`config.mk`:
```
export PLATFORM = sky130hd
export DESIGN_NAME = tpsw_ctl
export DESIGN_NICKNAME = d
export VERILOG_FILES = /design/src/hdl/tpsw_pkg.sv /design/src/hdl/tpsw_ctl.sv
export SDC_FILE = /design/constraint.sdc
export NUM_CORES = 1
export LEC_CHECK = 0
export BUFFER_PORTS_ARGS = -buffer_cell sky130_fd_sc_hd__buf_2
export CORE_MARGIN = 4
export CORE_UTILIZATION = 50
export DETAILED_ROUTE_END_ITERATION = 8
export MAX_ROUTING_LAYER = met4
export PLACE_DENSITY_LB_ADDON = 0.3
export SLEW_MARGIN = 20
export SYNTH_ARGS = -nofsm -noshare
export SYNTH_HDL_FRONTEND = slang
export SYNTH_SLANG_ARGS = --single-unit
```
`constraint.sdc`:
```
create_clock -name clock -period 2.8 [get_ports clock]
set_clock_uncertainty 0.05 [all_clocks]
set_input_delay 0.28 -clock clock [delete_from_list [all_inputs] [get_ports clock]]
set_output_delay 0.28 -clock clock [all_outputs]
set_load 0.02 [all_outputs]
```
`src/hdl/tpsw_pkg.sv`:
```
`timescale 1ns / 1ps
// ----------------------------------------------------------------------------
// tpsw_pkg
// Types and constants shared by the thin-plate spline warp core.
// ----------------------------------------------------------------------------
package tpsw_pkg;

   localparam int DEFAULT_MAX_POINTS = 64;

   localparam int NUM_W   = 7;
   localparam int CFG_W   = 32;
   localparam int IDX_W   = 6;
   localparam int PT_W    = 16;
   localparam int WGT_W   = 40;
   localparam int PIX_W   = 12;
   localparam int OUT_W   = 24;
   localparam int ADDR_W  = 5;

   // Squared distance in Q.8 fits 33 bits; exponent index needs 6 bits.
   localparam int R_W     = 33;
   localparam int E_W     = 6;
   localparam int M_W     = 31;
   localparam int FRAC_W  = 16;
   localparam int LOG_W   = 23;
   localparam int LN_W    = 24;
   localparam int K_W     = 43;
   localparam int WH_W    = 24;
   localparam int B_W     = K_W + 17;
   localparam int A_W     = K_W + WH_W;
   localparam int TERM_W  = A_W - 16;
   localparam int AFF_W   = 48;
   localparam int SQ_STEPS = 16;

   localparam logic signed [30:0] LN2_Q30 = 31'sd744261118;
   localparam logic signed [OUT_W-1:0] OUT_MAX = 24'sh7FFFFF;
   localparam logic signed [OUT_W-1:0] OUT_MIN = 24'sh800000;

   localparam logic [CFG_W-1:0] AFF_ONE = 32'h0100_0000;

   localparam logic REQ_LOAD = 1'b0;
   localparam logic REQ_EVAL = 1'b1;

   localparam logic [2:0] REG_NUM_POINTS = 3'd0;
   localparam logic [2:0] REG_U_OFFSET   = 3'd1;
   localparam logic [2:0] REG_U_X        = 3'd2;
   localparam logic [2:0] REG_U_Y        = 3'd3;
   localparam logic [2:0] REG_V_OFFSET   = 3'd4;
   localparam logic [2:0] REG_V_X        = 3'd5;
   localparam logic [2:0] REG_V_Y        = 3'd6;

   typedef enum logic [3:0] {
      ST_IDLE, ST_AFF1, ST_AFF2, ST_RD, ST_DSQ, ST_SUM, ST_NORM, ST_SQ,
      ST_LN, ST_KMUL, ST_BMUL, ST_AMUL, ST_TERM, ST_ACC, ST_FIN
   } ctl_state_type;

   typedef enum logic [4:0] {
      OP_NONE, OP_LOAD, OP_START, OP_AFF1, OP_AFF2, OP_RD, OP_DSQ, OP_SUM,
      OP_NORM, OP_SQ, OP_LN, OP_KMUL, OP_BMUL, OP_AMUL, OP_TERM, OP_ACC, OP_FIN
   } dp_op_type;

   typedef struct packed {
      dp_op_type op;
   } dp_cmd_type;

   typedef struct packed {
      logic out_busy;
   } dp_sts_type;

   typedef struct packed {
      logic signed [CFG_W-1:0] u_offset;
      logic signed [CFG_W-1:0] u_x;
      logic signed [CFG_W-1:0] u_y;
      logic signed [CFG_W-1:0] v_offset;
      logic signed [CFG_W-1:0] v_x;
      logic signed [CFG_W-1:0] v_y;
   } affine_type;

   typedef struct packed {
      logic [PT_W-1:0]         px;
      logic [PT_W-1:0]         py;
      logic signed [WGT_W-1:0] wu;
      logic signed [WGT_W-1:0] wv;
   } entry_type;

endpackage

```
`src/hdl/tpsw_ctl.sv`:
```
`timescale 1ns / 1ps
// ----------------------------------------------------------------------------
// tpsw_ctl
// Sequencer: walks the control point table one point at a time and issues
// datapath operations.
// ----------------------------------------------------------------------------
module tpsw_ctl #(
   parameter int MAX_POINTS = tpsw_pkg::DEFAULT_MAX_POINTS,
   parameter int AW = 6,
   parameter int CW = 7
) (
   input  logic                        clock,
   input  logic                        reset,
   input  logic                        req_valid,
   input  logic                        req_type,
   output logic                        req_stall,
   input  logic [tpsw_pkg::NUM_W-1:0]  num_points,
   input  tpsw_pkg::dp_sts_type        sts,
   output tpsw_pkg::dp_cmd_type        cmd,
   output logic [AW-1:0]               rd_addr
);
   import tpsw_pkg::*;

   ctl_state_type state_ff, state_in;
   logic [CW-1:0] j_ff, j_in, n_ff, n_in;
   logic [3:0]    it_ff, it_in;

   always_ff @(posedge clock) begin
      if (reset) begin
         state_ff <= ST_IDLE;
         j_ff     <= '0;
         n_ff     <= '0;
         it_ff    <= '0;
      end else begin
         state_ff <= state_in;
         j_ff     <= j_in;
         n_ff     <= n_in;
         it_ff    <= it_in;
      end
   end

   assign rd_addr = AW'(j_ff);

   always_comb begin
      state_in  = state_ff;
      j_in      = j_ff;
      n_in      = n_ff;
      it_in     = it_ff;
      cmd.op    = OP_NONE;
      req_stall = (state_ff != ST_IDLE);
      case (state_ff)
         ST_IDLE: begin
            if (req_valid) begin
               if (req_type == REQ_LOAD) begin
                  cmd.op = OP_LOAD;
               end else begin
                  cmd.op   = OP_START;
                  j_in     = '0;
                  n_in     = (int'(num_points) > MAX_POINTS) ? CW'(MAX_POINTS)
                                                             : CW'(num_points);
                  state_in = ST_AFF1;
               end
            end
         end
         ST_AFF1: begin
            cmd.op   = OP_AFF1;
            state_in = ST_AFF2;
         end
         ST_AFF2: begin
            cmd.op   = OP_AFF2;
            state_in = (n_ff == '0) ? ST_FIN : ST_RD;
         end
         ST_RD: begin
            cmd.op   = OP_RD;
            state_in = ST_DSQ;
         end
         ST_DSQ: begin
            cmd.op   = OP_DSQ;
            state_in = ST_SUM;
         end
         ST_SUM: begin
            cmd.op   = OP_SUM;
            state_in = ST_NORM;
         end
         ST_NORM: begin
            cmd.op   = OP_NORM;
            it_in    = '0;
            state_in = ST_SQ;
         end
         ST_SQ: begin
            cmd.op = OP_SQ;
            it_in  = it_ff + 4'd1;
            if (it_ff == 4'(SQ_STEPS - 1)) begin
               state_in = ST_LN;
            end
         end
         ST_LN: begin
            cmd.op   = OP_LN;
            state_in = ST_KMUL;
         end
         ST_KMUL: begin
            cmd.op   = OP_KMUL;
            state_in = ST_BMUL;
         end
         ST_BMUL: begin
            cmd.op   = OP_BMUL;
            state_in = ST_AMUL;
         end
         ST_AMUL: begin
            cmd.op   = OP_AMUL;
            state_in = ST_TERM;
         end
         ST_TERM: begin
            cmd.op   = OP_TERM;
            state_in = ST_ACC;
         end
         ST_ACC: begin
            cmd.op   = OP_ACC;
            j_in     = j_ff + 1'b1;
            state_in = (j_ff + 1'b1 == n_ff) ? ST_FIN : ST_RD;
         end
         ST_FIN: begin
            if (!sts.out_busy) begin
               cmd.op   = OP_FIN;
               state_in = ST_IDLE;
            end
         end
         default: begin
            state_in = ST_IDLE;
         end
      endcase
   end

endmodule

```
# Yosys cells after proc, flatten, opt, wreduce, memory -nomap -nowiden
# Index checks and enable logic that the tools add are counted.
# word_totals
regBits	22
out_inout_bits	12
wordCells	51
# classes
n_addsub	2
n_lt_le_gt_ge	1
n_eq_ne	20
muxes	16
n_reduce_logical	8
# ops
op	n
one-hot mux 5 bit (15 select lines)	1
one-hot mux 4 bit (15 select lines)	1
== test 4 bit (second input constant)	8
2-to-1 mux 4 bit	6
2-to-1 mux 7 bit	3
== test 4 x 3 -> 1 bit (second input constant)	4
one-hot mux 7 bit (2 select lines)	1
== test 4 x 2 -> 1 bit (second input constant)	2
!= test 2 bit (second input constant)	4
one-hot mux 4 bit (2 select lines)	1
adder 7 x 1 -> 7 bit (second input constant)	1
== test 7 bit	1
greater-than comparator 7 bit (second input constant)	1
zero test 7 bit	1
AND reduction 3 bit	2
2-to-1 mux 5 bit	1
adder 4 x 1 -> 4 bit (second input constant)	1
== test 4 x 1 -> 1 bit (second input constant)	1
zero test 4 bit	1
2-to-1 mux 2 bit	2
AND reduction 4 bit	1
nonzero test 2 bit	2
nonzero test 4 bit	1

# Depth between registers and ports, before layout
# depth
word_depth	4
depth_mapped	7
depth_no_buf	6

# Least setup slack after synthesis
# Ideal clock, no wire load.
# synth_timing
path_type	reg2reg
from	reg j_ff[0]
to	reg state_ff[3]
setup_time_ns	0.115
arrival_time_ns	1.613
t_required_ns	2.635
path_slack_ns	1.022
path_stages_with_launch	7
period_less_slack_ns	1.778
cell_sequence	dfxtp_1 > ha_1 > and3_2 > and3_1 > xnor2_1 > a31o_2 > o21ba_2
# synth_via
elab_chain_cells	4
# synth_rtl
element	line_no	source
from (decl)	tpsw_ctl.sv:25	logic [CW-1:0] j_ff, j_in, n_ff, n_in;
from (signal assigned)	tpsw_ctl.sv:36	j_ff <= j_in;
adder 7 x 1 -> 7 bit	tpsw_ctl.sv:120	state_in = (j_ff + 1'b1 == n_ff) ? ST_FIN : ST_RD;
== test 7 bit	tpsw_ctl.sv:120	
2-to-1 mux 4 bit	tpsw_ctl.sv:120	
one-hot mux 4 bit (15 select lines)	tpsw_ctl.sv:51	case (state_ff)
to (signal assigned)	tpsw_ctl.sv:35	state_ff <= state_in;
to (decl)	tpsw_ctl.sv:24	ctl_state_type state_ff, state_in;
# No other way between the ends.
# A chain may end at the register's enable or synchronous reset.

# Worst setup path in the final report
# layout_timing
from	reg state_ff[0]
to	reg j_ff[3]
# layout_via
elab_chain_cells	3
word_cells_on_any_way	7
classes_between	3 x eq/ne; 1 x mux; 3 x reduce/logical
# layout_rtl
element	line_no
== test 4 bit / zero test 4 bit (equally long branches)	tpsw_ctl.sv:51
nonzero test 2 bit (no line) / != test 2 bit (equally long branches)	-
AND reduction 3 bit (no line)	-
# Parallel ways exist; a longest one is shown, timed or not.

==> results by group <==
Synthesis
  • Netlist cell types: between 40 and 50
  • Seq cells post-synth: 22
  • Synth Cell Area: around 1500 sq um
  • Ys async rst share: 0%
  • Avg Cell Area, Syn: around 7.6 sq um
  • Top post-synthesis cells by area: dfxtp_1 30%, a21oi_1 7.6%, nand2_1 6.2%, nand3b_1 4.6%, nor2_1 4.6%
  • Yosys warns: 0
  • Top cell type by total area after synthesis: dfxtp_1
  • Register area share after synthesis: 30.3%
  • Gate Count Post-Synth: between 150 and 200
  • Top FF cell, synth: dfxtp_1
  • Syn_nets: between 200 and 250
  • EDFF count, synth: 0
  • Synth top area share: 30.3%

Clocking
  • Hold-fix buffers, CTS: 0
  • CTS Sinks: 22
  • Post-CTS Resized: 0
  • Setup bufs post-CTS: 0
  • Later-pin clock latency in the skew report: ~300 ps
  • H-tree lvl count: 1
  • TritonCTS buffer count: 3
  • Root Buffer: clkbuf_4
  • TritonCTS clock tree: done
  • Longest Clk Path Bufs: 2
  • Worst-path clk slew: 130 ps

Drt
  • Via count: between 1000 and 1500
  • Final ANT Viol Nets: 0
  • Drc violations: 0
  • Initial DRC Count: around 110
  • Final wirelength: between 3000 and 4000 microns
  • Vias/cell: just under 6
  • DRT Pass-1 Iters: 5
  • Wire length per cell: approximately 14 microns

Global route
  • Vias in the first global route: about 1300
  • First-pass GRT wire length: about 5700 microns
  • Initial antenna violation count: 0
  • All-Layer GR Usage: approximately a fifth
  • Pin count of the biggest net entering global routing: 24
  • GRT overflow: 0

Floorplanning
  • # IOs: 24
  • Die Ht: 61.9 microns
  • FP Rows: 19
  • Die area: roughly 3800 sq um
  • Core area: roughly 2800 sq um
  • Starting density of the core: ~53%
  • Die Width: about 62 microns

Worst setup path
  • Crit path buf inv count: 1
  • Worst stage delay on the critical path: roughly 680 ps
  • Worst EP arrival: about 2400 ps
  • Crit path kind: reg -> reg
  • Critical Path End Type: register
  • CP delay by family, top: simple AND/OR/NAND/NOR gates
  • Worst EP required: 3000 ps
  • Crit-path max FO: 17
  • CP Launch Type: register
  • Worst-path cell chain: inv_1 > or3_1 > or3_2 > a21oi_1
  • CP max-delay cell: dfxtp_1

Timing
  • Slew margin rel.: 64.5%
  • RSZ-0062 raised after global routing: no
  • Final min period: 2180 ps
  • Fmax: between 400 and 500 MHz
  • Final hold viol count: 0
  • Fin crit share: slightly below 80%
  • Post-route setup TNS: 0 ps
  • Final slew viol count: 0
  • Final setup viols: 0
  • Worst Max-Slew Pin Slew: approximately 530 ps
  • Worst Slack Setup Final: around 620 ps

Power
  • Leakage: around 0.61 nW
  • Worst IR drop on VDD: roughly 540 uV
  • Pwr Density: approximately 660 nW/um^2

Status
  • Outcome: completed

Cells and area
  • Final Util: ~57%
  • Share of layout cells above drive strength 1: between 20 and 25%
  • Post-layout nets: roughly 220
  • Filler instances: 270
  • Synth-to-Final Area Change: 7.49%
  • Diode count: 0
  • Final instance area: 1560 sq um
  • Non-Filler Instances: ~240

Run
  • MaxCap Viol Count: 0

Place
  • IO Port Bufs: 23
  • Final Wtd Congestion: between 0.9 and 1
  • Placed Instances: about 230
  • DP HPWL: between 2000 and 2500 microns
  • Placed cell area: about 1500 sq um
  • Pre-CTS setup slack: between 700 and 800 ps

Hold path
  • Type of the most critical hold path: in -> reg
==> tightest hold or removal path: stages <==
cell      delay [ps]
buf_2             90
nand3b_1          70
a21oi_1           60
==> layout make-up <==
class | count | area [sq um] | area share [%]
multi-input cells | 149 | 906 | 58.0
flip-flops and latches | 22 | 440 | 28.2
repair buffers | 24 | 123 | 7.85
well taps | 31 | 38.8 | 2.48
clock buffers | 4 | 36.3 | 2.32
inverters | 5 | 18.8 | 1.20
==> synthesized netlist by cell type (2+ instances only) <==
| cell type | count |
|---|---|
| inv_1 | 5 |
| nand2_1 | 24 |
| ha_1 | 2 |
| o22ai_1 | 2 |
| o31ai_1 | 2 |
| nand3_2 | 2 |
| nor2_1 | 18 |
| or2_2 | 2 |
| nand3b_1 | 9 |
| a31oi_1 | 2 |
| buf_4 | 7 |
| dfxtp_1 | 22 |
| clkbuf_1 | 7 |
| and3_1 | 2 |
| nor2b_1 | 2 |
| nor3_1 | 5 |
| xor2_1 | 5 |
| and2_1 | 2 |
| xnor2_1 | 5 |
| a211oi_1 | 2 |
| buf_2 | 2 |
| nor4_1 | 2 |
| nand3_1 | 6 |
| o21ai_0 | 12 |
| a21oi_1 | 22 |
| nor4b_1 | 2 |
==> power breakdown <==
part           internal, mW  total, mW  switching (mW)
clock                0.0792      0.179           0.100
sequential            0.342      0.428          0.0863
combinational         0.171      0.428           0.257
==> layer usage <==
layer	routed length, microns	vias to the layer above	global-route usage [%]	part of all wire [%]
met5	0	-	-	0
met4	40	0	6.97	1.2
met3	205	8	3.93	6.2
met2	1570	53	30.9	47
met1	1520	634	25.9	46
li1	-	702	-	-
==> through the flow <==
stage / total power, mW / hold WS (ps)
detailed placement: 0.861 / 429
CTS: 1.04 / 170
floorplan: 0.752 / 366
global route: 1.11 / 171
finish: 1.04 / 176
global placement: 0.845 / 425
==> sequential cells by signal (all words and copies together), names as in the netlist <==
signal    flops
n_ff          7
state_ff      4
j_ff          7
it_ff         4
==> logic make-up (layout without fill, tap and decap cells) <==
group | Yosys count | count (layout) | synth area share, %
AO/OA/AOI/OAI | 52 | 52 | 22.8
flip-flops | 22 | 22 | 30.3
adder cells (fa/ha/maj) | 2 | 2 | 1.72
buffers and inverters | 21 | 33 | 7.40
AND/OR/NAND/NOR | 85 | 85 | 31.8
XOR/XNOR | 10 | 10 | 6.02
==> cell usage in the layout, fill, tap and decap left out, types with 2 or more instances in the layout <==
| master | Yosys | final |
|---|---|---|
| a211oi_1 | 2 | 2 |
| a21oi_1 | 22 | 22 |
| a31oi_1 | 2 | 2 |
| and2_1 | 2 | 2 |
| and3_1 | 2 | 2 |
| buf_2 | 2 | 23 |
| clkbuf_4 | 0 | 3 |
| dfxtp_1 | 22 | 22 |
| ha_1 | 2 | 2 |
| inv_1 | 5 | 5 |
| nand2_1 | 24 | 24 |
| nand3_1 | 6 | 6 |
| nand3_2 | 2 | 2 |
| nand3b_1 | 9 | 9 |
| nor2_1 | 18 | 18 |
| nor2b_1 | 2 | 2 |
| nor3_1 | 5 | 5 |
| nor4_1 | 2 | 2 |
| nor4b_1 | 2 | 2 |
| o21ai_0 | 12 | 12 |
| o22ai_1 | 2 | 2 |
| o31ai_1 | 2 | 2 |
| or2_2 | 2 | 2 |
| xnor2_1 | 5 | 5 |
| xor2_1 | 5 | 5 |
==> worst paths after layout <==
kind | startpoint | end | slack [ps] | cells past startpoint
max reg2reg | state_ff[0] | j_ff[3] | 620 | 4
max | state_ff[0] | j_ff[3] | 620 | 4
min | num_points[5] | n_ff[5] | 180 | 3
min reg2reg | n_ff[3] | n_ff[3] | 450 | 2
Power figures use the tool's default switching activity.
